File: src/stpm_pkg.sv
package stpm_pkg;

    localparam int SAMPLE_W   = 24;
    localparam int MAG_W      = SAMPLE_W - 1;
    localparam int GAIN_W     = 23;
    localparam int CFG_W      = 23;
    localparam int SUM_W      = 60;
    localparam int ROOT_W     = SUM_W / 2;
    localparam int MAX_BLOCK  = 16384;
    localparam int CNT_W      = $clog2(MAX_BLOCK + 1);
    localparam int PROD_W     = SAMPLE_W + GAIN_W;
    localparam int TRIM_SHIFT = 16;
    localparam int RND_W      = PROD_W + 1 - TRIM_SHIFT;

    localparam logic [MAG_W-1:0]  MAG_MAX    = '1;
    localparam logic [GAIN_W-1:0] UNITY      = GAIN_W'(65536);
    localparam logic [GAIN_W-1:0] BYPASS_TOL = GAIN_W'(65);
    localparam logic [PROD_W:0]   ROUND_BIAS = (PROD_W + 1)'(1) << (TRIM_SHIFT - 1);

    typedef enum logic [0:0] {
        CFG_TRIM_GAIN     = 1'b0,
        CFG_RIGHT_PRESENT = 1'b1
    } cfg_idx_t;

    typedef struct packed {
        logic signed [SAMPLE_W-1:0] sample_left;
        logic signed [SAMPLE_W-1:0] sample_right;
        logic                       block_end;
    } sample_in_t;

    typedef struct packed {
        logic signed [SAMPLE_W-1:0] trimmed_left;
        logic signed [SAMPLE_W-1:0] trimmed_right;
        logic                       meter_valid;
        logic [MAG_W-1:0]           peak_left;
        logic [MAG_W-1:0]           peak_right;
        logic [MAG_W-1:0]           rms_left;
        logic [MAG_W-1:0]           rms_right;
    } meter_out_t;

    // Command bundle from the top-level sequencer to each channel.
    typedef struct packed {
        logic start;
        logic ack;
        logic bypass;
        logic meter;
        logic last;
    } chan_cmd_t;

endpackage

File: src/stpm_mul.sv
module stpm_mul
    import stpm_pkg::*;
(
    input  logic                clk,
    input  logic                rst_n,
    input  logic                load,
    input  logic [SAMPLE_W-1:0] mcand,
    input  logic [GAIN_W-1:0]   mplier,
    output logic [PROD_W-1:0]   prod,
    output logic                done
);

    localparam int CNT_BITS = $clog2(GAIN_W + 1);

    logic [CNT_BITS-1:0] cnt_reg, cnt_next;
    logic [PROD_W-1:0]   acc_reg, acc_next;
    logic [SAMPLE_W-1:0] mcand_reg, mcand_next;
    logic [SAMPLE_W:0]   upper;

    // Shift-add, one multiplier bit per cycle, LSB first. The multiplier sits
    // in the low half of the accumulator and shifts out as the product grows.
    always_comb
    begin
        upper      = {1'b0, acc_reg[PROD_W-1:GAIN_W]}
                   + (acc_reg[0] ? {1'b0, mcand_reg} : '0);
        acc_next   = acc_reg;
        mcand_next = mcand_reg;
        cnt_next   = cnt_reg;
        if (load)
        begin
            acc_next   = {SAMPLE_W'(0), mplier};
            mcand_next = mcand;
            cnt_next   = CNT_BITS'(GAIN_W);
        end
        else if (cnt_reg != '0)
        begin
            acc_next = {upper, acc_reg[GAIN_W-1:1]};
            cnt_next = cnt_reg - CNT_BITS'(1);
        end
    end

    always_ff @(posedge clk or negedge rst_n)
    begin
        if (!rst_n)
        begin
            cnt_reg <= '0;
        end
        else
        begin
            cnt_reg <= cnt_next;
        end
    end

    always_ff @(posedge clk)
    begin
        acc_reg   <= acc_next;
        mcand_reg <= mcand_next;
    end

    assign prod = acc_reg;
    assign done = (cnt_reg == '0);

endmodule

File: src/stpm_div.sv
module stpm_div
    import stpm_pkg::*;
(
    input  logic             clk,
    input  logic             rst_n,
    input  logic             load,
    input  logic [SUM_W-1:0] dividend,
    input  logic [CNT_W-1:0] divisor,
    output logic [SUM_W-1:0] quotient,
    output logic             done
);

    localparam int CNT_BITS = $clog2(SUM_W + 1);

    logic [CNT_BITS-1:0] cnt_reg, cnt_next;
    logic [SUM_W-1:0]    quo_reg, quo_next;
    logic [CNT_W-1:0]    rem_reg, rem_next;
    logic [CNT_W-1:0]    dvs_reg, dvs_next;
    logic [CNT_W:0]      rem_sh;
    logic [CNT_W:0]      diff;
    logic                ge;

    // Restoring division: the dividend shifts out of the top of quo_reg
    // while quotient bits shift in at the bottom.
    always_comb
    begin
        rem_sh   = {rem_reg, quo_reg[SUM_W-1]};
        diff     = rem_sh - {1'b0, dvs_reg};
        ge       = (rem_sh >= {1'b0, dvs_reg});
        quo_next = quo_reg;
        rem_next = rem_reg;
        dvs_next = dvs_reg;
        cnt_next = cnt_reg;
        if (load)
        begin
            quo_next = dividend;
            rem_next = '0;
            dvs_next = divisor;
            cnt_next = CNT_BITS'(SUM_W);
        end
        else if (cnt_reg != '0)
        begin
            quo_next = {quo_reg[SUM_W-2:0], ge};
            rem_next = ge ? diff[CNT_W-1:0] : rem_sh[CNT_W-1:0];
            cnt_next = cnt_reg - CNT_BITS'(1);
        end
    end

    always_ff @(posedge clk or negedge rst_n)
    begin
        if (!rst_n)
        begin
            cnt_reg <= '0;
        end
        else
        begin
            cnt_reg <= cnt_next;
        end
    end

    always_ff @(posedge clk)
    begin
        quo_reg <= quo_next;
        rem_reg <= rem_next;
        dvs_reg <= dvs_next;
    end

    assign quotient = quo_reg;
    assign done     = (cnt_reg == '0);

endmodule

File: src/stpm_sqrt.sv
module stpm_sqrt
    import stpm_pkg::*;
(
    input  logic              clk,
    input  logic              rst_n,
    input  logic              load,
    input  logic [SUM_W-1:0]  radicand,
    output logic [ROOT_W-1:0] root,
    output logic              done
);

    localparam int CNT_BITS = $clog2(ROOT_W + 1);

    logic [CNT_BITS-1:0] cnt_reg, cnt_next;
    logic [SUM_W-1:0]    rad_reg, rad_next;
    logic [ROOT_W:0]     rem_reg, rem_next;
    logic [ROOT_W-1:0]   root_reg, root_next;
    logic [ROOT_W+2:0]   rem_sh;
    logic [ROOT_W+2:0]   trial;
    logic [ROOT_W+2:0]   diff;
    logic                ge;

    // Digit-by-digit floor square root, two radicand bits per cycle.
    // The partial remainder never exceeds twice the partial root.
    always_comb
    begin
        rem_sh    = {rem_reg, rad_reg[SUM_W-1 -: 2]};
        trial     = {1'b0, root_reg, 2'b01};
        diff      = rem_sh - trial;
        ge        = (rem_sh >= trial);
        rad_next  = rad_reg;
        rem_next  = rem_reg;
        root_next = root_reg;
        cnt_next  = cnt_reg;
        if (load)
        begin
            rad_next  = radicand;
            rem_next  = '0;
            root_next = '0;
            cnt_next  = CNT_BITS'(ROOT_W);
        end
        else if (cnt_reg != '0)
        begin
            rad_next  = {rad_reg[SUM_W-3:0], 2'b00};
            rem_next  = ge ? diff[ROOT_W:0] : rem_sh[ROOT_W:0];
            root_next = {root_reg[ROOT_W-2:0], ge};
            cnt_next  = cnt_reg - CNT_BITS'(1);
        end
    end

    always_ff @(posedge clk or negedge rst_n)
    begin
        if (!rst_n)
        begin
            cnt_reg <= '0;
        end
        else
        begin
            cnt_reg <= cnt_next;
        end
    end

    always_ff @(posedge clk)
    begin
        rad_reg  <= rad_next;
        rem_reg  <= rem_next;
        root_reg <= root_next;
    end

    assign root = root_reg;
    assign done = (cnt_reg == '0);

endmodule

File: src/stpm_chan.sv
module stpm_chan
    import stpm_pkg::*;
(
    input  logic                       clk,
    input  logic                       rst_n,
    input  chan_cmd_t                  cmd,
    input  logic signed [SAMPLE_W-1:0] sample,
    input  logic [GAIN_W-1:0]          gain,
    input  logic [CNT_W-1:0]           count,
    output logic                       done,
    output logic signed [SAMPLE_W-1:0] trimmed,
    output logic [MAG_W-1:0]           peak,
    output logic [MAG_W-1:0]           rms
);

    typedef enum logic [7:0] {
        C_IDLE = 8'b0000_0001,
        C_TRIM = 8'b0000_0010,
        C_SQL  = 8'b0000_0100,
        C_SQ   = 8'b0000_1000,
        C_ACC  = 8'b0001_0000,
        C_DIV  = 8'b0010_0000,
        C_SQRT = 8'b0100_0000,
        C_DONE = 8'b1000_0000
    } chan_state_t;

    chan_state_t state_reg, state_next;

    logic [MAG_W-1:0]           peak_acc_reg, peak_acc_next;
    logic [SUM_W-1:0]           sum_reg, sum_next;
    logic signed [SAMPLE_W-1:0] trim_reg, trim_next;
    logic [MAG_W-1:0]           peak_out_reg, peak_out_next;
    logic [MAG_W-1:0]           rms_reg, rms_next;
    logic                       neg_reg, neg_next;
    logic                       last_reg, last_next;
    logic                       meter_reg, meter_next;
    logic                       div_zero_reg, div_zero_next;

    logic                mul_load;
    logic [SAMPLE_W-1:0] mul_a;
    logic [GAIN_W-1:0]   mul_b;
    logic [PROD_W-1:0]   mul_prod;
    logic                mul_done;
    logic                div_load;
    logic [SUM_W-1:0]    quotient;
    logic                div_done;
    logic                sqrt_load;
    logic [ROOT_W-1:0]   root;
    logic                sqrt_done;

    logic [SAMPLE_W-1:0]        mag_in;
    logic [PROD_W:0]            round_sum;
    logic [RND_W-1:0]           rnd;
    logic [SAMPLE_W-1:0]        rc;
    logic signed [SAMPLE_W-1:0] trim_val;
    logic [SAMPLE_W-1:0]        abs_t;
    logic [MAG_W-1:0]           mm;
    logic [SUM_W:0]             sum_wide;
    logic [MAG_W-1:0]           peak_upd;
    logic [SUM_W-1:0]           sum_upd;
    logic [MAG_W-1:0]           root_clip;

    stpm_mul u_mul (
        .clk    (clk),
        .rst_n  (rst_n),
        .load   (mul_load),
        .mcand  (mul_a),
        .mplier (mul_b),
        .prod   (mul_prod),
        .done   (mul_done)
    );

    stpm_div u_div (
        .clk      (clk),
        .rst_n    (rst_n),
        .load     (div_load),
        .dividend (sum_upd),
        .divisor  (count),
        .quotient (quotient),
        .done     (div_done)
    );

    stpm_sqrt u_sqrt (
        .clk      (clk),
        .rst_n    (rst_n),
        .load     (sqrt_load),
        .radicand (quotient),
        .root     (root),
        .done     (sqrt_done)
    );

    // Datapath terms
    always_comb
    begin
        mag_in    = sample[SAMPLE_W-1] ? SAMPLE_W'(-sample) : SAMPLE_W'(sample);

        // Round half away from zero on the magnitude, then saturate. The
        // negative side may reach one step beyond the positive full scale.
        round_sum = {1'b0, mul_prod} + ROUND_BIAS;
        rnd       = round_sum[PROD_W:TRIM_SHIFT];
        if (neg_reg)
        begin
            rc = (rnd > RND_W'(MAG_MAX) + RND_W'(1))
               ? SAMPLE_W'(MAG_MAX) + SAMPLE_W'(1) : rnd[SAMPLE_W-1:0];
        end
        else
        begin
            rc = (rnd > RND_W'(MAG_MAX)) ? SAMPLE_W'(MAG_MAX) : rnd[SAMPLE_W-1:0];
        end
        trim_val  = neg_reg ? -rc : rc;

        // The most negative sample meters as full scale.
        abs_t     = trim_reg[SAMPLE_W-1] ? SAMPLE_W'(-trim_reg) : SAMPLE_W'(trim_reg);
        mm        = (abs_t > SAMPLE_W'(MAG_MAX)) ? MAG_MAX : abs_t[MAG_W-1:0];

        sum_wide  = {1'b0, sum_reg} + (SUM_W + 1)'(mul_prod[2*MAG_W-1:0]);
        if (meter_reg)
        begin
            peak_upd = (mm > peak_acc_reg) ? mm : peak_acc_reg;
            sum_upd  = sum_wide[SUM_W] ? '1 : sum_wide[SUM_W-1:0];
        end
        else
        begin
            peak_upd = peak_acc_reg;
            sum_upd  = sum_reg;
        end

        root_clip = (root > ROOT_W'(MAG_MAX)) ? MAG_MAX : root[MAG_W-1:0];
    end

    // Sequencer
    always_comb
    begin
        state_next    = state_reg;
        peak_acc_next = peak_acc_reg;
        sum_next      = sum_reg;
        trim_next     = trim_reg;
        peak_out_next = peak_out_reg;
        rms_next      = rms_reg;
        neg_next      = neg_reg;
        last_next     = last_reg;
        meter_next    = meter_reg;
        div_zero_next = div_zero_reg;
        mul_load      = 1'b0;
        mul_a         = mag_in;
        mul_b         = gain;
        div_load      = 1'b0;
        sqrt_load     = 1'b0;

        unique case (state_reg)
            C_IDLE:
            begin
                if (cmd.start)
                begin
                    last_next  = cmd.last;
                    meter_next = cmd.meter;
                    neg_next   = sample[SAMPLE_W-1];
                    if (cmd.bypass)
                    begin
                        trim_next  = sample;
                        state_next = C_SQL;
                    end
                    else
                    begin
                        mul_load   = 1'b1;
                        state_next = C_TRIM;
                    end
                end
            end
            C_TRIM:
            begin
                if (mul_done)
                begin
                    trim_next  = trim_val;
                    state_next = C_SQL;
                end
            end
            C_SQL:
            begin
                mul_a = {1'b0, mm};
                mul_b = GAIN_W'(mm);
                if (meter_reg)
                begin
                    mul_load   = 1'b1;
                    state_next = C_SQ;
                end
                else
                begin
                    state_next = C_ACC;
                end
            end
            C_SQ:
            begin
                if (mul_done)
                begin
                    state_next = C_ACC;
                end
            end
            C_ACC:
            begin
                if (last_reg)
                begin
                    div_load      = 1'b1;
                    peak_out_next = peak_upd;
                    div_zero_next = (count == '0);
                    peak_acc_next = '0;
                    sum_next      = '0;
                    state_next    = C_DIV;
                end
                else
                begin
                    peak_acc_next = peak_upd;
                    sum_next      = sum_upd;
                    state_next    = C_DONE;
                end
            end
            C_DIV:
            begin
                if (div_done)
                begin
                    sqrt_load  = 1'b1;
                    state_next = C_SQRT;
                end
            end
            C_SQRT:
            begin
                if (sqrt_done)
                begin
                    rms_next   = div_zero_reg ? '0 : root_clip;
                    state_next = C_DONE;
                end
            end
            C_DONE:
            begin
                if (cmd.ack)
                begin
                    state_next = C_IDLE;
                end
            end
            default:
            begin
                state_next = C_IDLE;
            end
        endcase
    end

    always_ff @(posedge clk or negedge rst_n)
    begin
        if (!rst_n)
        begin
            state_reg    <= C_IDLE;
            peak_acc_reg <= '0;
            sum_reg      <= '0;
        end
        else
        begin
            state_reg    <= state_next;
            peak_acc_reg <= peak_acc_next;
            sum_reg      <= sum_next;
        end
    end

    always_ff @(posedge clk)
    begin
        trim_reg     <= trim_next;
        peak_out_reg <= peak_out_next;
        rms_reg      <= rms_next;
        neg_reg      <= neg_next;
        last_reg     <= last_next;
        meter_reg    <= meter_next;
        div_zero_reg <= div_zero_next;
    end

    assign done    = (state_reg == C_DONE);
    assign trimmed = trim_reg;
    assign peak    = peak_out_reg;
    assign rms     = rms_reg;

endmodule

File: src/stereo_trim_peak_rms_meter.sv
// Each transaction runs the trim multiply unless the trim is bypassed, then the
// square unless past the block limit; block_end adds the divide and root. The
// 23-step serial multiplier, 60-step divider and 30-step root are not pipelined:
// a new transaction is accepted only after the previous result is registered.
// Reset: asynchronous, active low; clears accumulators, block count and output
// valid, and sets trim_gain to unity and right_present to one.
module stereo_trim_peak_rms_meter
    import stpm_pkg::*;
(
    input  logic             clk,
    input  logic             rst_n,
    input  logic             src_valid,
    output logic             src_ready,
    input  sample_in_t       src_data,
    output logic             res_valid,
    input  logic             res_ready,
    output meter_out_t       res_data,
    input  logic             cfg_we,
    input  cfg_idx_t         cfg_index,
    input  logic [CFG_W-1:0] cfg_data
);

    typedef enum logic [1:0] {
        T_IDLE = 2'b01,
        T_BUSY = 2'b10
    } top_state_t;

    top_state_t state_reg, state_next;

    logic [GAIN_W-1:0] trim_gain_reg;
    logic              right_present_reg;
    logic [CNT_W-1:0]  count_reg, count_next;
    logic              res_valid_reg, res_valid_next;
    meter_out_t        res_data_reg, res_data_next;
    logic              active_reg, rp_reg, last_reg;

    logic                       accept;
    logic                       load;
    logic                       slot_free;
    logic                       active_now;
    logic                       bypass;
    logic [GAIN_W-1:0]          gain_diff;
    chan_cmd_t                  cmd_l, cmd_r;
    logic                       done_l, done_r;
    logic signed [SAMPLE_W-1:0] trim_l, trim_r;
    logic [MAG_W-1:0]           peak_l, peak_r, rms_l, rms_r;

    assign src_ready  = (state_reg == T_IDLE);
    assign accept     = src_valid && src_ready;
    assign slot_free  = !res_valid_reg || res_ready;
    assign load       = (state_reg == T_BUSY) && done_l && done_r && slot_free;
    assign active_now = (count_reg < CNT_W'(MAX_BLOCK));
    assign gain_diff  = (trim_gain_reg >= UNITY) ? trim_gain_reg - UNITY
                                                 : UNITY - trim_gain_reg;
    assign bypass     = (gain_diff <= BYPASS_TOL);

    always_comb
    begin
        cmd_l.start  = accept;
        cmd_l.ack    = load;
        cmd_l.bypass = bypass;
        cmd_l.meter  = active_now;
        cmd_l.last   = src_data.block_end;
        cmd_r        = cmd_l;
        cmd_r.meter  = active_now && right_present_reg;
    end

    stpm_chan u_left (
        .clk     (clk),
        .rst_n   (rst_n),
        .cmd     (cmd_l),
        .sample  (src_data.sample_left),
        .gain    (trim_gain_reg),
        .count   (count_reg),
        .done    (done_l),
        .trimmed (trim_l),
        .peak    (peak_l),
        .rms     (rms_l)
    );

    stpm_chan u_right (
        .clk     (clk),
        .rst_n   (rst_n),
        .cmd     (cmd_r),
        .sample  (src_data.sample_right),
        .gain    (trim_gain_reg),
        .count   (count_reg),
        .done    (done_r),
        .trimmed (trim_r),
        .peak    (peak_r),
        .rms     (rms_r)
    );

    always_comb
    begin
        state_next     = state_reg;
        count_next     = count_reg;
        res_valid_next = res_valid_reg;
        res_data_next  = res_data_reg;

        if (res_ready)
        begin
            res_valid_next = 1'b0;
        end

        unique case (state_reg)
            T_IDLE:
            begin
                if (accept)
                begin
                    if (active_now)
                    begin
                        count_next = count_reg + CNT_W'(1);
                    end
                    state_next = T_BUSY;
                end
            end
            T_BUSY:
            begin
                if (load)
                begin
                    // Samples past the block limit come out as zero.
                    res_data_next = '0;
                    if (active_reg)
                    begin
                        res_data_next.trimmed_left  = trim_l;
                        res_data_next.trimmed_right = rp_reg ? trim_r : trim_l;
                    end
                    if (last_reg)
                    begin
                        res_data_next.meter_valid = 1'b1;
                        res_data_next.peak_left   = peak_l;
                        res_data_next.rms_left    = rms_l;
                        if (rp_reg)
                        begin
                            res_data_next.peak_right = peak_r;
                            res_data_next.rms_right  = rms_r;
                        end
                        count_next = '0;
                    end
                    res_valid_next = 1'b1;
                    state_next     = T_IDLE;
                end
            end
            default:
            begin
                state_next = T_IDLE;
            end
        endcase
    end

    always_ff @(posedge clk or negedge rst_n)
    begin
        if (!rst_n)
        begin
            state_reg         <= T_IDLE;
            count_reg         <= '0;
            res_valid_reg     <= 1'b0;
            trim_gain_reg     <= UNITY;
            right_present_reg <= 1'b1;
        end
        else
        begin
            state_reg     <= state_next;
            count_reg     <= count_next;
            res_valid_reg <= res_valid_next;
            if (cfg_we)
            begin
                unique case (cfg_index)
                    CFG_TRIM_GAIN:     trim_gain_reg     <= cfg_data[GAIN_W-1:0];
                    CFG_RIGHT_PRESENT: right_present_reg <= cfg_data[0];
                    default:           trim_gain_reg     <= trim_gain_reg;
                endcase
            end
        end
    end

    always_ff @(posedge clk)
    begin
        res_data_reg <= res_data_next;
        if (accept)
        begin
            active_reg <= active_now;
            rp_reg     <= right_present_reg;
            last_reg   <= src_data.block_end;
        end
    end

    assign res_valid = res_valid_reg;
    assign res_data  = res_data_reg;

`ifndef NO_ASSERTIONS
    a_count_step: assert property (@(posedge clk) disable iff (!rst_n)
        accept && active_now |=> count_reg == $past(count_reg) + CNT_W'(1))
        else $error("block count did not advance on a metered transaction");

    a_count_clear: assert property (@(posedge clk) disable iff (!rst_n)
        load && last_reg |=> count_reg == '0)
        else $error("block count not cleared after block end");

    a_meter_zero: assert property (@(posedge clk) disable iff (!rst_n)
        res_valid_reg && !res_data_reg.meter_valid |->
            res_data_reg.peak_left == '0 && res_data_reg.peak_right == '0 &&
            res_data_reg.rms_left == '0 && res_data_reg.rms_right == '0)
        else $error("meter fields nonzero without meter_valid");

    a_right_absent: assert property (@(posedge clk) disable iff (!rst_n)
        load && !rp_reg |=>
            res_data_reg.trimmed_right == res_data_reg.trimmed_left &&
            res_data_reg.peak_right == '0 && res_data_reg.rms_right == '0)
        else $error("right channel output wrong while right input absent");
`endif

endmodule
File: config.mk
export PLATFORM = sky130hd
export DESIGN_NAME = stereo_trim_peak_rms_meter
export DESIGN_NICKNAME = d
export VERILOG_FILES = /design/src/stpm_pkg.sv /design/src/stpm_mul.sv /design/src/stpm_div.sv /design/src/stpm_sqrt.sv /design/src/stpm_chan.sv /design/src/stereo_trim_peak_rms_meter.sv
export SDC_FILE = /design/constraint.sdc
export NUM_CORES = 2
export LEC_CHECK = 0
export BUFFER_PORTS_ARGS = -buffer_cell sky130_fd_sc_hd__buf_2
export CORE_MARGIN = 2
export CORE_UTILIZATION = 50
export DETAILED_ROUTE_END_ITERATION = 7
export PLACE_DENSITY = 0.69
export RECOVER_POWER = 100
export SLEW_MARGIN = 20
export SYNTH_ARGS = -nofsm -noshare
export SYNTH_HDL_FRONTEND = slang
export SYNTH_SLANG_ARGS = --single-unit
File: constraint.sdc
create_clock -name clk -period 14.2 [get_ports clk]
set_input_delay 0.71 -clock clk [delete_from_list [all_inputs] [get_ports clk]]
set_output_delay 0.71 -clock clk [all_outputs]
set_load 0.03 [all_outputs]
# Word-level counts from Yosys, hierarchy flattened
# Cells that the tools add are included.
# Widths: inputs -> output; s select.
dict set report classes {
  addsub 25
  n_lt_le_gt_ge 17
  n_eq_ne 36
  mux 117
  n_bitwise 3
  n_reduce_logical 47
}
# cell n
set ops {}
lappend ops {{$mux 60} 14}
lappend ops {{$mux 23} 23}
lappend ops {{$mux 24} 19}
lappend ops {{$neg 24->24} 6}
lappend ops {{$pmux 8 s8} 2}
lappend ops {{$add 60x46->61} 2}
lappend ops {{$add 47x16->48 const B} 2}
lappend ops {{$mux 8} 12}
lappend ops {{$pmux 24 s2} 2}
lappend ops {{$mux 93} 1}
lappend ops {{$mux 15} 6}
lappend ops {{$ge 33x32->1} 2}
lappend ops {{$gt 32x23->1 const B} 2}
lappend ops {{$gt 32x24->1 const B} 2}
lappend ops {{$mux 31} 2}
lappend ops {{$sub 31x31->31} 2}
lappend ops {{$gt 30x23->1 const B} 2}
lappend ops {{$add 24x24->25} 2}
lappend ops {{$mux 5} 10}
lappend ops {{$gt 24x23->1 const B} 2}
lappend ops {{$gt 23x23->1} 2}
lappend ops {{$ge 16x15->1} 2}
lappend ops {{$pmux 15 s2} 1}
lappend ops {{$sub 15x15->15} 2}
lappend ops {{41 further kinds} 123}
dict set report word_totals {
  ff_bits 1112
  input_bits 78
  output_inout_bits 143
  wordCells 306
}

# Longest topological paths before layout
dict set report logic_depth {
  depth_word 8
  mapped_depth 23
  mapped_depth_nobuf 19
}

# Hierarchy
# A second synthesis with hierarchy kept.
dict set report unflattened {
  hier_cells 7055
  area_unflattened_um2 67755.0
}
# mod instances cells_per_inst area_per_inst_um2 seq_area_each_um2
set modules_own_cells {}
lappend modules_own_cells {{stpm_chan at u_right} 1 1764 14203.6 4500.6}
lappend modules_own_cells {{stpm_chan at u_left} 1 1757 13990.9 4500.6}
lappend modules_own_cells {stpm_sqrt 2 732 6947.9 3148.0}
lappend modules_own_cells {stpm_div 2 363 4745.8 2702.6}
lappend modules_own_cells {stereo_trim_peak_rms_meter 1 567 7873.8 5378.9}
lappend modules_own_cells {{stpm_mul at u_right.u_mul} 1 405 4217.8 2016.9}
lappend modules_own_cells {{stpm_mul at u_left.u_mul} 1 372 4081.4 2016.9}

# Worst setup path after synthesis
# No wires, ideal clock.
dict set report synth_path {
  path_type {register -> register}
  startpoint {reg u_left.state_reg[1]}
  endpoint {reg count_reg[13]}
  setup_ns 0.078
  t_arrival_ns 9.878
  t_required_ns 14.122
  path_slack_ns 4.244
  path_stages_with_launch 12
  n_path_buf 2
  period_less_slack_ns 9.956
  path_cell_list {dfrtp_1 -> clkbuf_1 -> nor4_1 -> nand4b_1 -> or3_1 -> a21oi_1 -> and2_1 -> clkbuf_1 -> or2_2 -> nand4_1 -> or3_1 -> a21oi_1}
}
dict set report synth_via {
  elab_chain_cells 6
}
# item line_no
set synth_lines {}
lappend synth_lines {{start, declared} stpm_chan.sv:27} ;# chan_state_t state_reg, state_next;
lappend synth_lines {{start signal, assigned} stpm_chan.sv:257} ;# state_reg <= state_next;
lappend synth_lines {{$eq 8x8->1} stpm_chan.sv:274} ;# assign done = (state_reg == C_DONE);
lappend synth_lines {{$logic_and 1x1->1 (3 in series)} stereo_trim_peak_rms_meter.sv:51} ;# assign load = (state_reg == T_BUSY) && done_l && done_r && slot_free;
lappend synth_lines {{$ne 2x2->1 (no line)} -}
lappend synth_lines {{$reduce_and 5->1 (no line)} -}
lappend synth_lines {{end signal, assigned} stereo_trim_peak_rms_meter.sv:165} ;# count_reg <= count_next;
lappend synth_lines {{end, declared} stereo_trim_peak_rms_meter.sv:32} ;# logic [CNT_W-1:0] count_reg, count_next;
# No other way between the ends.
# A chain may end at the register's enable or synchronous reset.

# Final worst setup path
dict set report layout_path {
  startpoint {reg trim_gain_reg[19]}
  endpoint {reg u_right.u_mul.acc_reg[0], in the netlist u_right.u_mul.prod[0], data pin}
}
dict set report layout_via {
  elab_chain_cells 7
  elab_cells_between_ends 9
  cone_classes {add/sub: 2; order compare: 2; mux: 5}
}
# item line_no
set layout_lines {}
lappend layout_lines {{start, declared} stereo_trim_peak_rms_meter.sv:30} ;# logic [GAIN_W-1:0] trim_gain_reg;
lappend layout_lines {{start signal, assigned} stereo_trim_peak_rms_meter.sv:170} ;# CFG_TRIM_GAIN: trim_gain_reg <= cfg_data[GAIN_W-1:0];
lappend layout_lines {{start signal, assigned} stereo_trim_peak_rms_meter.sv:172} ;# default: trim_gain_reg <= trim_gain_reg;
lappend layout_lines {{$sub 17x23->23, or another cell as far along} stereo_trim_peak_rms_meter.sv:54} ;# : UNITY - trim_gain_reg;
lappend layout_lines {{$mux 23 (*)} stereo_trim_peak_rms_meter.sv:53} ;# assign gain_diff = (trim_gain_reg >= UNITY) ? trim_gain_reg - UNITY
lappend layout_lines {{$le 23x7->1 (*)} stereo_trim_peak_rms_meter.sv:55} ;# assign bypass = (gain_diff <= BYPASS_TOL);
lappend layout_lines {{$mux 1 (*)} stpm_chan.sv:158} ;# if (cmd.bypass)
lappend layout_lines {{$mux 1 (*)} -}
lappend layout_lines {{$pmux 1 s2 (*)} stpm_chan.sv:150} ;# unique case (state_reg)
lappend layout_lines {{$mux 23 (*)} stpm_mul.sv:29} ;# if (load)
lappend layout_lines {{named net u_right.u_mul.acc_next[0]} stpm_mul.sv:16} ;# logic [PROD_W-1:0] acc_reg, acc_next;
lappend layout_lines {{end signal, assigned} stpm_mul.sv:56} ;# acc_reg <= acc_next;
lappend layout_lines {{end, declared} stpm_mul.sv:16}
# Mark *: on every way through the listed nets, which the timed path passes. The rest lies on a longest branch.

==> flow_summary.toml <==
[outcome]
status = "complete, but fails checks"
violations = "max-capacitance violations, max-slew violations"

[cells_and_area]
final_cell_mix = "nand2_1 (1,034), edfxtp_1 (656), nor2_1 (563), a21oi_1 (527), o21ai_0 (398)"
finalNetCount = 7603
mostFrequentLayoutCell = "nand2_1"
regArea_sq_um = 30120
areaGrowthSynthToFinish_pct = 8.850
fillers = 11950
largest_reg_flops = 141
fin_cells = 9077
drive_above_1_share_pct = 6.364
antenna_cells = 0
multiInputGateArea_sq_um = 33710
final_util_pct = 55.02

[setup_path]
cp-end-kind = "flop"
r2r-start = "trim_gain_reg[19]$_DFFE_PN0P_"
worst_ep_arrival_time_ns = 10.44
cp.required_ns = 14.64
crit_type = "flop to flop"
path_buf_inv = 2
path_cells = "or4_1, or4_1, a31o_1, a211oi_1, nand4_1, nor4b_1, o21a_1, clkbuf_1, clkinvlp_2, o211ai_1, o21ai_0"
timing.rr.end = "u_right.u_mul.prod[0]$_DFFE_PP_"
slowest_stage = "clkinvlp_2"
startpoint = "trim_gain_reg[19]$_DFFE_PN0P_"
critPathCapture = "u_right.u_mul.prod[0]$_DFFE_PP_"
cp_top_family = "buffers and inverters"
critPathLaunchType = "flop"
max_stage_delay_ns = 2.54
r2r_cells = 11
critical_path_depth = 11
rrSetupSlack_ns = 4.20
path_max_fanout = 56
timing.critical_path.mode_cell = "or4_1"

[place]
io_buffers = 220
dpl_worst_slack_ns = 7.626
gp_congestion = 0.9610
dpl.hpwl_mm = 142.4
dp_cells = 8850

[drt]
wire_per_inst_um = 22.00
detail_route.iter0.violations = 5634
vias = 55870
vias_per_cell = 6.155
wirelength_mm = 199.7
postRouteAntennaNets = 0
drt_first_pass_iters = 5
post-route-drc-count = 0

[yosys]
syn_area_per_cell_sq_um = 9.233
synth_edf_count = 656
yosysTopAreaCellShare_pct = 29.57
synth_flop_cell = "edfxtp_1"
synth.area.top_cells = "edfxtp_1 (30%), dfrtp_1 (9.4%), dfxtp_1 (6.0%)"
synthArstFlopShare_pct = 23.02
syn_nets = 7599
yosys_warnings = 0
ys_ff_latch = 1112
synth_area_sq_um = 66620
synth_area_leader_cell = "edfxtp_1"
seq_area_frac_synth_pct = 45.21
synthDistinctLibCells = 109
synth_cells = 7215

[clocking]
clock_latency_ns = 0.77
cts_tree = "yes"
clkTransAtPathRegs_ns = 0.06
numCtsBuffers = 119
cts.sinks = 1112
clockRootBuffer = "clkbuf_16"
postCtsSetupBuffers = 0
clock_path_buffers = 3
cts_max_level = 3
cts_hold_buf = 1
cts_resized = 0

[timing]
worst_pin_slew_ns = 8.521
setup-violations-final = 0
period_minus_slack_ns = 10.00
max_slew_margin_pct = -468.1
drv_slew = 1982
layout_setup_ws_ns = 4.200
finalHoldViolCount = 0
fin_skew_ns = 0.05591
fin_crit_sh_pct = 70.42
setup_tns_ns = 0
grt_setup_unrepaired = "false"
fmax_mhz = 100.0

[die]
die_x_um = 369.0
initial_core_util_pct = 50.54
core_area_sq_um = 131800
fp.dieH_um = 369.0
num_rows = 133
die_area_sq_um = 136200
num_io_pins = 221

[grt]
grt_overflow = 0
track_usage_pct = 28.53
grt_start_max_net_pins = 146
grt_pass1_wl_mm = 305.2
grt_pass1_vias = 51430
grt_antenna_before_repair = 5

[power_and_ir_drop]
powerDensity_nw_per_um2 = 201.9
p_leak_nw = 29.82
ir_drop_uv = 113.2

[job]
max-cap-violations = 38

[hold_path]
hold_path.class = "input port to flop"
-- cells in the mapped netlist (all sizes together) (22+ instances only) --
| master | n |
|---|---|
| inv | 299 |
| o211ai | 52 |
| o22ai | 53 |
| nand3 | 169 |
| a21o | 137 |
| dfrtp | 251 |
| or4 | 30 |
| a31oi | 123 |
| nand2b | 48 |
| or3 | 63 |
| buf | 72 |
| nand4 | 76 |
| nor2b | 73 |
| and4 | 28 |
| and2 | 148 |
| a211oi | 95 |
| o21bai | 39 |
| o41ai | 26 |
| a32o | 24 |
| or2 | 31 |
| a22o | 55 |
| nand2 | 1038 |
| o21a | 55 |
| xor2 | 167 |
| xnor2 | 184 |
| ha | 300 |
| and3 | 99 |
| nor4 | 60 |
| dfxtp | 200 |
| mux2i | 92 |
| nor3b | 22 |
| o21ai | 403 |
| nor2 | 572 |
| mux2 | 63 |
| clkbuf | 337 |
| a21oi | 528 |
| edfxtp | 656 |
| a21boi | 26 |
| o31ai | 113 |
| nor3 | 131 |
-- how the worst min path moves through the flow --
stage	startpoint	endpoint	slack (ns)	cells past startpoint
detailed placement	u_right.u_div.rem_reg[14]$_SDFFE_PP0P_	u_right.u_div.rem_reg[14]$_SDFFE_PP0P_	0.44	2
global route	cfg_data[19]	trim_gain_reg[19]$_DFFE_PN0P_	0.16	2
global placement	u_left.u_sqrt.root[0]$_SDFFE_PP0P_	u_left.u_sqrt.root[1]$_SDFFE_PP0P_	0.44	2
CTS	cfg_data[19]	trim_gain_reg[19]$_DFFE_PN0P_	0.13	2
finish	cfg_data[19]	trim_gain_reg[19]$_DFFE_PN0P_	0.17	2
floorplan	rst_n	count_reg[0]$_DFFE_PN0P_	0.41	0
-- cell families after synthesis --
kind of cell    after synthesis  share of synthesized area, %
mux                         155                         2.447
compound gates             1959                         19.20
xor+xnor                    351                         4.615
simple gates               2624                         18.61
fa+ha+maj                   306                         5.815
buf+inv                     708                         4.111
flops                      1112                         45.21
-- report_power, final --
group	internal (mW)	switching (mW)
registers	4.47	0.800
logic	2.51	3.63
clock network	1.87	1.35
total	8.86	5.78
-- metrics by stage --
stage	cell area (sq um)	total power, mW	hold WS [ns]
4_1_cts	73060	14.61	0.1298
2_1_floorplan	66620	9.788	0.4144
3_3_place_gp	69030	11.19	0.4444
5_1_grt	72510	15.63	0.1558
6_report	72510	14.64	0.1714
3_5_place_dp	69030	11.35	0.4447
-- cell type report --
cell class / count / share of cell area [%]
timing repair buffer: 292 / 1.850
clock buffer: 160 / 4.579
clock inverter: 64 / 0.9663
tap: 1755 / 3.028
inverter: 299 / 1.551
sequential: 1112 / 41.53
multi-input combinational: 5395 / 46.49
-- per-layer routing --
metal  vias to the layer above  global-route usage, %  wire length, um
met5                         -                      0               24
met4                         4                  9.192             5957
met3                       322                  4.959            17750
met2                      2334                  41.89            84830
met1                     26890                  42.50            91130
li1                      26310                      -                -
Power figures use the tool's default switching activity.
